--- config.mk ---
export PLATFORM = sky130hd
export DESIGN_NAME = lru_fully_assoc_cache_policy
export DESIGN_NICKNAME = d
export VERILOG_FILES = /design/src/rtl/core/lfac_pkg.sv /design/src/rtl/core/lfac_cell.sv /design/src/rtl/core/lru_fully_assoc_cache_policy.sv
export SDC_FILE = /design/constraint.sdc
export NUM_CORES = 2
export LEC_CHECK = 0
export BUFFER_PORTS_ARGS = -buffer_cell sky130_fd_sc_hd__buf_2
export CAP_MARGIN = 20
export CORE_MARGIN = 1.5
export CORE_UTILIZATION = 54
export CTS_CLUSTER_SIZE = 8
export DETAILED_ROUTE_END_ITERATION = 8
export PLACE_DENSITY = 0.7
export SLEW_MARGIN = 0
export SYNTH_ARGS = -nofsm -noshare
export SYNTH_HDL_FRONTEND = slang
export SYNTH_SLANG_ARGS = --single-unit
--- constraint.sdc ---
create_clock -name i_clk -period 6.8 [get_ports i_clk]
set_clock_uncertainty 0.15 [all_clocks]
set_input_delay 0.68 -clock i_clk [delete_from_list [all_inputs] [get_ports i_clk]]
set_output_delay 0.68 -clock i_clk [all_outputs]
set_load 0.03 [all_outputs]
--- src/rtl/core/lfac_pkg.sv ---
// shared constants and types for the lru cache directory
package lfac_pkg;

    // field widths fixed by the interface
    localparam int BLOCK_W      = 32;
    localparam int COUNT_W      = 32;
    localparam int LINE_IDX_W   = 4;
    localparam int LINES_W      = 5;
    localparam int OUT_DATA_W   = 104;
    localparam int OUT_USER_W   = 2;

    // defaults for the top level parameters
    localparam int DEF_MAX_LINES = 16;
    localparam int DEF_AGE_BITS  = 16;

    // reset value of the lines-in-use register
    localparam logic [LINES_W-1:0] LINES_RESET = 5'd16;

    // positions in the output tuser
    localparam int USER_HIT_BIT   = 0;
    localparam int USER_EVICT_BIT = 1;

    // control sequencer states
    typedef enum logic [1:0] {
        ST_IDLE,
        ST_SCAN,
        ST_DONE
    } t_state;

endpackage

--- src/rtl/core/lfac_cell.sv ---
// one directory line: tag, valid and age, plus one registered stage of the search chain
module lfac_cell
    import lfac_pkg::*;
#(
    parameter int MAX_LINES = DEF_MAX_LINES,
    parameter int AGE_BITS  = DEF_AGE_BITS,
    parameter int IDX       = 0,
    localparam int IW       = (MAX_LINES > 1) ? $clog2(MAX_LINES) : 1,
    localparam int CARRY_W  = 2 + 3 * IW + AGE_BITS + BLOCK_W,
    localparam int UPD_W    = 3 + IW
) (
    input  logic               i_clk,
    input  logic               i_rst_n,
    input  logic               i_in_use,
    input  logic [BLOCK_W-1:0] i_block,
    input  logic [CARRY_W-1:0] i_carry,
    input  logic [UPD_W-1:0]   i_upd,
    output logic [CARRY_W-1:0] o_carry
);

    // search state handed from cell to cell
    typedef struct packed {
        logic                hit_found;
        logic [IW-1:0]       hit_idx;
        logic                inv_found;
        logic [IW-1:0]       inv_idx;
        logic [AGE_BITS-1:0] best_age;
        logic [IW-1:0]       best_idx;
        logic [BLOCK_W-1:0]  best_tag;
    } t_carry;

    // update broadcast from the sequencer
    typedef struct packed {
        logic          en;
        logic          clear;
        logic          miss;
        logic [IW-1:0] touched;
    } t_upd;

    localparam logic [IW-1:0] MY_IDX = IW'(IDX);

    t_carry              w_cin;
    t_carry              n_carry;
    t_carry              r_carry;
    t_upd                w_upd;
    logic [BLOCK_W-1:0]  r_tag;
    logic [BLOCK_W-1:0]  n_tag;
    logic                r_valid;
    logic                n_valid;
    logic [AGE_BITS-1:0] r_age;
    logic [AGE_BITS-1:0] n_age;

    assign w_cin   = t_carry'(i_carry);
    assign w_upd   = t_upd'(i_upd);
    assign o_carry = CARRY_W'(r_carry);

    // search step: first hit, first invalid line, oldest line
    always_comb begin
        n_carry = w_cin;
        if (i_in_use) begin
            if (r_valid && (r_tag == i_block) && !w_cin.hit_found) begin
                n_carry.hit_found = 1'b1;
                n_carry.hit_idx   = MY_IDX;
            end
            if (!r_valid && !w_cin.inv_found) begin
                n_carry.inv_found = 1'b1;
                n_carry.inv_idx   = MY_IDX;
            end
            // line 0 always opens the age search, strict compare keeps the lowest index
            if ((IDX == 0) || (r_age > w_cin.best_age)) begin
                n_carry.best_age = r_age;
                n_carry.best_idx = MY_IDX;
                n_carry.best_tag = r_tag;
            end
        end
    end

    // line update after the access
    always_comb begin
        n_tag   = r_tag;
        n_valid = r_valid;
        n_age   = r_age;
        if (w_upd.en) begin
            if (i_in_use) begin
                if (w_upd.touched == MY_IDX) begin
                    n_valid = 1'b1;
                    n_age   = '0;
                    if (w_upd.miss) begin
                        n_tag = i_block;
                    end
                end else if (!r_valid) begin
                    n_age = '0;
                end else if (r_age != {AGE_BITS{1'b1}}) begin
                    n_age = r_age + AGE_BITS'(1);
                end
            end
            // end of run drops every line
            if (w_upd.clear) begin
                n_valid = 1'b0;
                n_age   = '0;
            end
        end
    end

    // line state
    always_ff @(posedge i_clk) begin
        if (!i_rst_n) begin
            r_valid <= 1'b0;
            r_age   <= '0;
        end else begin
            r_valid <= n_valid;
            r_age   <= n_age;
        end
    end

    // tag and chain stage carry no reset
    always_ff @(posedge i_clk) begin
        r_tag   <= n_tag;
        r_carry <= n_carry;
    end

endmodule

--- src/rtl/core/lru_fully_assoc_cache_policy.sv ---
// top level: fully associative lru cache directory built from a chain of line cells
//
//  channel   dir  transfer when                 payload
//  s_axis    in   s_axis_tvalid & tready        tdata block_id, tlast end_of_run
//  m_axis    out  m_axis_tvalid & tready        tdata index/evicted/totals, tuser flags
//  cfg       in   i_cfg_wr_en                   i_cfg_wr_data lines_in_use
//
// the search for an access walks the cell chain one cell a cycle,
// then the done state updates all lines and loads the output register.
// the next access is taken while a result waits; a stalled result holds the update back.
// reset is synchronous: lines invalid, ages and totals zero, lines_in_use back to 16.
module lru_fully_assoc_cache_policy
    import lfac_pkg::*;
#(
    parameter int MAX_LINES = DEF_MAX_LINES,
    parameter int AGE_BITS  = DEF_AGE_BITS
) (
    input  logic                  i_clk,
    input  logic                  i_rst_n,
    input  logic                  i_cfg_wr_en,
    input  logic [LINES_W-1:0]    i_cfg_wr_data,
    input  logic                  s_axis_tvalid,
    output logic                  s_axis_tready,
    input  logic [BLOCK_W-1:0]    s_axis_tdata,   // block_id
    input  logic                  s_axis_tlast,   // end_of_run
    output logic                  m_axis_tvalid,
    input  logic                  m_axis_tready,
    output logic [OUT_DATA_W-1:0] m_axis_tdata,   // line_index, evicted_block, hit_total,
                                                  // miss_total, zero pad
    output logic [OUT_USER_W-1:0] m_axis_tuser    // hit, evicted_valid
);

    localparam int IW      = (MAX_LINES > 1) ? $clog2(MAX_LINES) : 1;
    localparam int NW      = ($clog2(MAX_LINES + 1) > LINES_W) ? $clog2(MAX_LINES + 1) : LINES_W;
    localparam int CARRY_W = 2 + 3 * IW + AGE_BITS + BLOCK_W;
    localparam int UPD_W   = 3 + IW;
    localparam int PAD_W   = OUT_DATA_W - LINE_IDX_W - BLOCK_W - 2 * COUNT_W;

    typedef struct packed {
        logic                hit_found;
        logic [IW-1:0]       hit_idx;
        logic                inv_found;
        logic [IW-1:0]       inv_idx;
        logic [AGE_BITS-1:0] best_age;
        logic [IW-1:0]       best_idx;
        logic [BLOCK_W-1:0]  best_tag;
    } t_carry;

    typedef struct packed {
        logic          en;
        logic          clear;
        logic          miss;
        logic [IW-1:0] touched;
    } t_upd;

    t_state              r_state;
    t_state              n_state;
    logic [IW-1:0]       r_cnt;
    logic [IW-1:0]       n_cnt;
    logic [LINES_W-1:0]  r_lines;
    logic [BLOCK_W-1:0]  r_block;
    logic                r_last;
    logic [COUNT_W-1:0]  r_hit_cnt;
    logic [COUNT_W-1:0]  r_miss_cnt;
    logic [COUNT_W-1:0]  n_hit_cnt;
    logic [COUNT_W-1:0]  n_miss_cnt;
    logic                r_out_valid;
    logic [OUT_DATA_W-1:0] r_out_data;
    logic [OUT_USER_W-1:0] r_out_user;

    logic                w_in_xfer;
    logic                w_fire;
    logic [NW-1:0]       w_lines;
    logic [NW-1:0]       w_n_eff;
    logic [MAX_LINES-1:0] w_in_use;
    logic [CARRY_W-1:0]  w_chain [MAX_LINES];
    t_carry              w_res;
    t_upd                w_upd;
    logic                w_hit;
    logic                w_ev_valid;
    logic [BLOCK_W-1:0]  w_ev_block;
    logic [IW-1:0]       w_touched;
    logic [31:0]         w_touched_ext;

    assign w_in_xfer     = s_axis_tvalid && s_axis_tready;
    assign s_axis_tready = (r_state == ST_IDLE);
    assign w_fire        = (r_state == ST_DONE) && (!r_out_valid || m_axis_tready);

    // effective line count: zero acts as one, clipped to the cell count
    always_comb begin
        w_lines = NW'(r_lines);
        if (w_lines == '0) begin
            w_n_eff = NW'(1);
        end else if (w_lines > NW'(MAX_LINES)) begin
            w_n_eff = NW'(MAX_LINES);
        end else begin
            w_n_eff = w_lines;
        end
    end

    // chain of line cells
    for (genvar k = 0; k < MAX_LINES; k++) begin : g_cell
        logic [CARRY_W-1:0] w_cin;
        assign w_in_use[k] = (NW'(k) < w_n_eff);
        if (k == 0) begin : g_head
            assign w_cin = '0;
        end else begin : g_link
            assign w_cin = w_chain[k-1];
        end
        lfac_cell #(
            .MAX_LINES (MAX_LINES),
            .AGE_BITS  (AGE_BITS),
            .IDX       (k)
        ) u_cell (
            .i_clk    (i_clk),
            .i_rst_n  (i_rst_n),
            .i_in_use (w_in_use[k]),
            .i_block  (r_block),
            .i_carry  (w_cin),
            .i_upd    (UPD_W'(w_upd)),
            .o_carry  (w_chain[k])
        );
    end

    // result of the search at the tail of the chain
    always_comb begin
        w_res      = t_carry'(w_chain[MAX_LINES-1]);
        w_hit      = w_res.hit_found;
        w_ev_valid = !w_res.hit_found && !w_res.inv_found;
        w_ev_block = w_ev_valid ? w_res.best_tag : '0;
        if (w_res.hit_found) begin
            w_touched = w_res.hit_idx;
        end else if (w_res.inv_found) begin
            w_touched = w_res.inv_idx;
        end else begin
            w_touched = w_res.best_idx;
        end
        w_touched_ext = 32'(w_touched);
    end

    // saturating totals including this access
    always_comb begin
        n_hit_cnt  = r_hit_cnt;
        n_miss_cnt = r_miss_cnt;
        if (w_hit) begin
            if (r_hit_cnt != {COUNT_W{1'b1}}) begin
                n_hit_cnt = r_hit_cnt + COUNT_W'(1);
            end
        end else if (r_miss_cnt != {COUNT_W{1'b1}}) begin
            n_miss_cnt = r_miss_cnt + COUNT_W'(1);
        end
    end

    // update broadcast to the cells
    always_comb begin
        w_upd.en      = w_fire;
        w_upd.clear   = r_last;
        w_upd.miss    = !w_hit;
        w_upd.touched = w_touched;
    end

    // sequencer next state
    always_comb begin
        n_state = r_state;
        n_cnt   = r_cnt;
        case (r_state)
            ST_IDLE: begin
                n_cnt = '0;
                if (w_in_xfer) begin
                    n_state = ST_SCAN;
                end
            end
            ST_SCAN: begin
                n_cnt = r_cnt + IW'(1);
                if (r_cnt == IW'(MAX_LINES - 1)) begin
                    n_state = ST_DONE;
                end
            end
            ST_DONE: begin
                if (w_fire) begin
                    n_state = ST_IDLE;
                end
            end
            default: begin
                n_state = ST_IDLE;
            end
        endcase
    end

    // control registers
    always_ff @(posedge i_clk) begin
        if (!i_rst_n) begin
            r_state     <= ST_IDLE;
            r_cnt       <= '0;
            r_lines     <= LINES_RESET;
            r_hit_cnt   <= '0;
            r_miss_cnt  <= '0;
            r_out_valid <= 1'b0;
        end else begin
            r_state <= n_state;
            r_cnt   <= n_cnt;
            if (i_cfg_wr_en) begin
                r_lines <= i_cfg_wr_data;
            end
            if (w_fire) begin
                r_hit_cnt   <= r_last ? '0 : n_hit_cnt;
                r_miss_cnt  <= r_last ? '0 : n_miss_cnt;
                r_out_valid <= 1'b1;
            end else if (m_axis_tready) begin
                r_out_valid <= 1'b0;
            end
        end
    end

    // input and output payload
    always_ff @(posedge i_clk) begin
        if (w_in_xfer) begin
            r_block <= s_axis_tdata;
            r_last  <= s_axis_tlast;
        end
        if (w_fire) begin
            r_out_data <= {{PAD_W{1'b0}}, n_miss_cnt, n_hit_cnt, w_ev_block,
                           w_touched_ext[LINE_IDX_W-1:0]};
            r_out_user <= {w_ev_valid, w_hit};
        end
    end

    assign m_axis_tvalid = r_out_valid;
    assign m_axis_tdata  = r_out_data;
    assign m_axis_tuser  = r_out_user;

endmodule

==> impl_metrics.toml <==
[setup_path]
setup.worst_path.start_class = "flop"
reg2reg_setup_slack_ns = 2.69
worstRegToRegCells = 7
worstSetupPathType = "reg -> reg"
critical_path_required_ns = 7.43
setup.worst_path.end_class = "flop"
worstPathArrival_ns = 4.74
critical_path.reg2reg.startpoint = "r_state[1]"
cp-endpoint = "g_cell[1].u_cell.r_age[8]"
cp-startpoint = "r_state[1]"
r2r_end = "g_cell[1].u_cell.r_age[8]"
worst-path-max-fanout = 29

[detailed_routing]
route.final.wire_length_um = 208000
postRouteAntennaNets = 0
post-route-drc-count = 0
wire_per_inst_um = 22.9
drtIter0Drc = 4545
dr_total_vias = 53300
number_of_search_and_repair_iterations_in_the_first_detailed_routing_pass = 6
post_drt_via_cell_ratio = 5.88

[place]
gp_routability_congestion = 0.881
dpl.hpwl_um = 140000
place_ws_ns = 2.79
io_buffers = 146

[timing]
max-slew-margin-rel = 0.175
fmax_mhz = 243
timing.final.ws_setup_ns = 2.69
finalMaxSlewViolations = 0
totalNegativeSetupSlack_ns = 0
fin_hold_ws_ns = 0.0303
report.final.hold_viol_count = 0
max_slew.worst_pin.slew_ns = 1.24
final.period_utilization = 0.605
rsz0062_at_grt = "false"
finalSetupViolCount = 0
post-route-min-period_ns = 4.11

[clock_tree]
cts-buffers-inserted = 290
clockRootBuffer = "clkbuf_16"
max-clock-path-buffers = 4
tritoncts = "yes"
cts_sink_cnt = 1926
cts.htree.levels = 5
clkTransAtPathRegs_ns = 0.05
worstSkewPairLatency_ns = 0.90

[floorplan]
placeableCoreArea_um2 = 146000
dieHeight_um = 386
pin_count = 151
dieArea_um2 = 149000
rows = 140
initial_utilization = 0.545
fp.dieW_um = 386

[power]
ir_drop_v = 0.000323
p_per_area_nw_per_um2 = 279
leak_pwr_nw = 32.6
finalPower_mw = 25.3

[final_layout]
drive_gt1_frac = 0.200
mostFrequentLayoutCell = "dfxtp_1"
synthToLayoutAreaGrowth_pct = 14.3
utilization = 0.623
final_nets = 7289
layout_common_cells = "dfxtp_1, mux2_2, edfxtp_1, xnor2_1, clkbuf_16"

[synthesis]
syn-instance-count = 6744
yosysUniqueCellTypes = 96
synth_edf_count = 647
synth-warning-count = 0
ys_ff_latch = 1926
synth.avg_cell_area_um2 = 11.8
synth_sequential_area_ratio = 0.567
synthArstFlopShare = 0
post_synth_instance_area_um2 = 79400
synth_top_flop_cell = "dfxtp_1"

[min_path]
type_of_the_tightest_min_delay_check = "in -> reg"

[grt]
initial_antenna_violation_count = 12
gr-total-overflow = 0
grt_pass1_wl_um = 313000
first_global_vias = 52100
grt_start_max_net_pins = 81
grtUsageTotal = 0.274

[run]
max_cap_viol_count = 0

[status]
outcome = "completed"
## stage by stage
stage	cells	instance area, um^2
6_report	9062	90700
5_1_grt	9061	90700
4_1_cts	9056	90700
3_5_place_dp	8570	82200
3_3_place_gp	8569	82200
2_1_floorplan	6747	79400
## how the worst min path moves through the flow
| stage | endpoint | from | slack [ns] | cells after the start |
|---|---|---|---|---|
| detailed placement | g_cell[0].u_cell.o_carry[31] | g_cell[0].u_cell.r_tag[31] | 0.23 | 0 |
| finish | r_state[0] | s_axis_tvalid | 0.03 | 3 |
| global route | r_state[0] | s_axis_tvalid | 0.03 | 3 |
| CTS | r_state[0] | s_axis_tvalid | 0.005 | 3 |
| global placement | g_cell[0].u_cell.o_carry[26] | g_cell[0].u_cell.r_tag[26] | 0.22 | 0 |
| floorplan | g_cell[1].u_cell.o_carry[57] | g_cell[0].u_cell.o_carry[61] | 0.23 | 1 |
## flip-flops by register name, summed over array words and instances (netlist names)
register	count
r_state	2
g_cell.u_cell.o_carry	931
m_axis_tuser	2
r_cnt	4
r_lines	5
r_block	32
g_cell.u_cell.r_age	256
m_axis_tdata	100
r_hit_cnt	32
r_last	1
m_axis_tvalid	1
g_cell.u_cell.r_tag	512
r_miss_cnt	32
g_cell.u_cell.r_valid	16
## cell families after synthesis
| logic type | after synthesis | share of synthesized area |
|---|---|---|
| and+or+nand+nor | 1586 | 0.109 |
| adders and majority gates | 259 | 0.0408 |
| xor gates and xnor gates | 604 | 0.0666 |
| DFF | 1926 | 0.567 |
| buffers and inverters | 644 | 0.0319 |
| other | 1 | 0.0000472 |
| AOI/OAI and AO/OA | 1001 | 0.0824 |
| muxes | 723 | 0.102 |
## routing by layer
layer | GRT usage | vias to the layer above | wire length, um
met2 | 0.437 | 1918 | 96300
met3 | 0.0397 | 439 | 13100
li1 | - | 24800 | -
met1 | 0.377 | 26100 | 91000
met5 | 0 | - | 15
met4 | 0.106 | 2 | 7420
## Yosys cell counts, types with 41 or more instances
master | n | area share
a31oi_1 | 60 | 0.0047
and2_1 | 55 | 0.0043
nand4_1 | 204 | 0.016
dfxtp_1 | 1279 | 0.32
xnor2_1 | 481 | 0.053
a21o_1 | 41 | 0.0039
inv_1 | 295 | 0.014
edfxtp_1 | 647 | 0.24
or2_2 | 93 | 0.0073
clkbuf_1 | 262 | 0.012
nor2_1 | 215 | 0.010
o31ai_1 | 63 | 0.0060
o21ai_0 | 230 | 0.015
nand3_1 | 170 | 0.011
and4_1 | 46 | 0.0051
xor2_1 | 123 | 0.014
and3_1 | 57 | 0.0045
nor2b_1 | 106 | 0.0084
nor3_1 | 93 | 0.0059
mux2_2 | 696 | 0.099
nand2_1 | 284 | 0.013
nor4_1 | 57 | 0.0045
or3_1 | 86 | 0.0068
ha_1 | 259 | 0.041
buf_2 | 47 | 0.0030
a21oi_1 | 280 | 0.018
or4_1 | 50 | 0.0047
## critical path, cell delays in order, from the launching register on
cell	delay (ns)
dfxtp_1	0.48
nor2b_1	0.79
nand2_2	0.39
buf_4	0.39
a21oi_1	0.76
o21ai_1	0.39
or4_1	0.51
a21oi_1	0.16
## repair_timing
item,CTS,global route
resized for setup,0,0
hold buffers,38,0
endpoints found under the setup margin,0,0
endpoints found under the hold margin,38,0
buffers inserted,0,0
## cell type report
cell class | count | area [um^2]
tap | 1917 | 2400
inverter | 300 | 1140
clock buffer | 445 | 8070
timing repair buffer | 292 | 1950
multi-input combinational | 4177 | 32100
clock inverter | 3 | 41.3
sequential | 1926 | 45000
antenna | 2 | 5.00
fill | 11300 | 55000
## power by group
part           leakage, nW  switching [mW]  internal, mW
combinational         12.5           0.366         0.153
sequential            16.2          0.0184          11.9
clock                 3.90            4.81          8.03
total                 32.6            5.19          20.1
(Power assumes the default switching activity.)
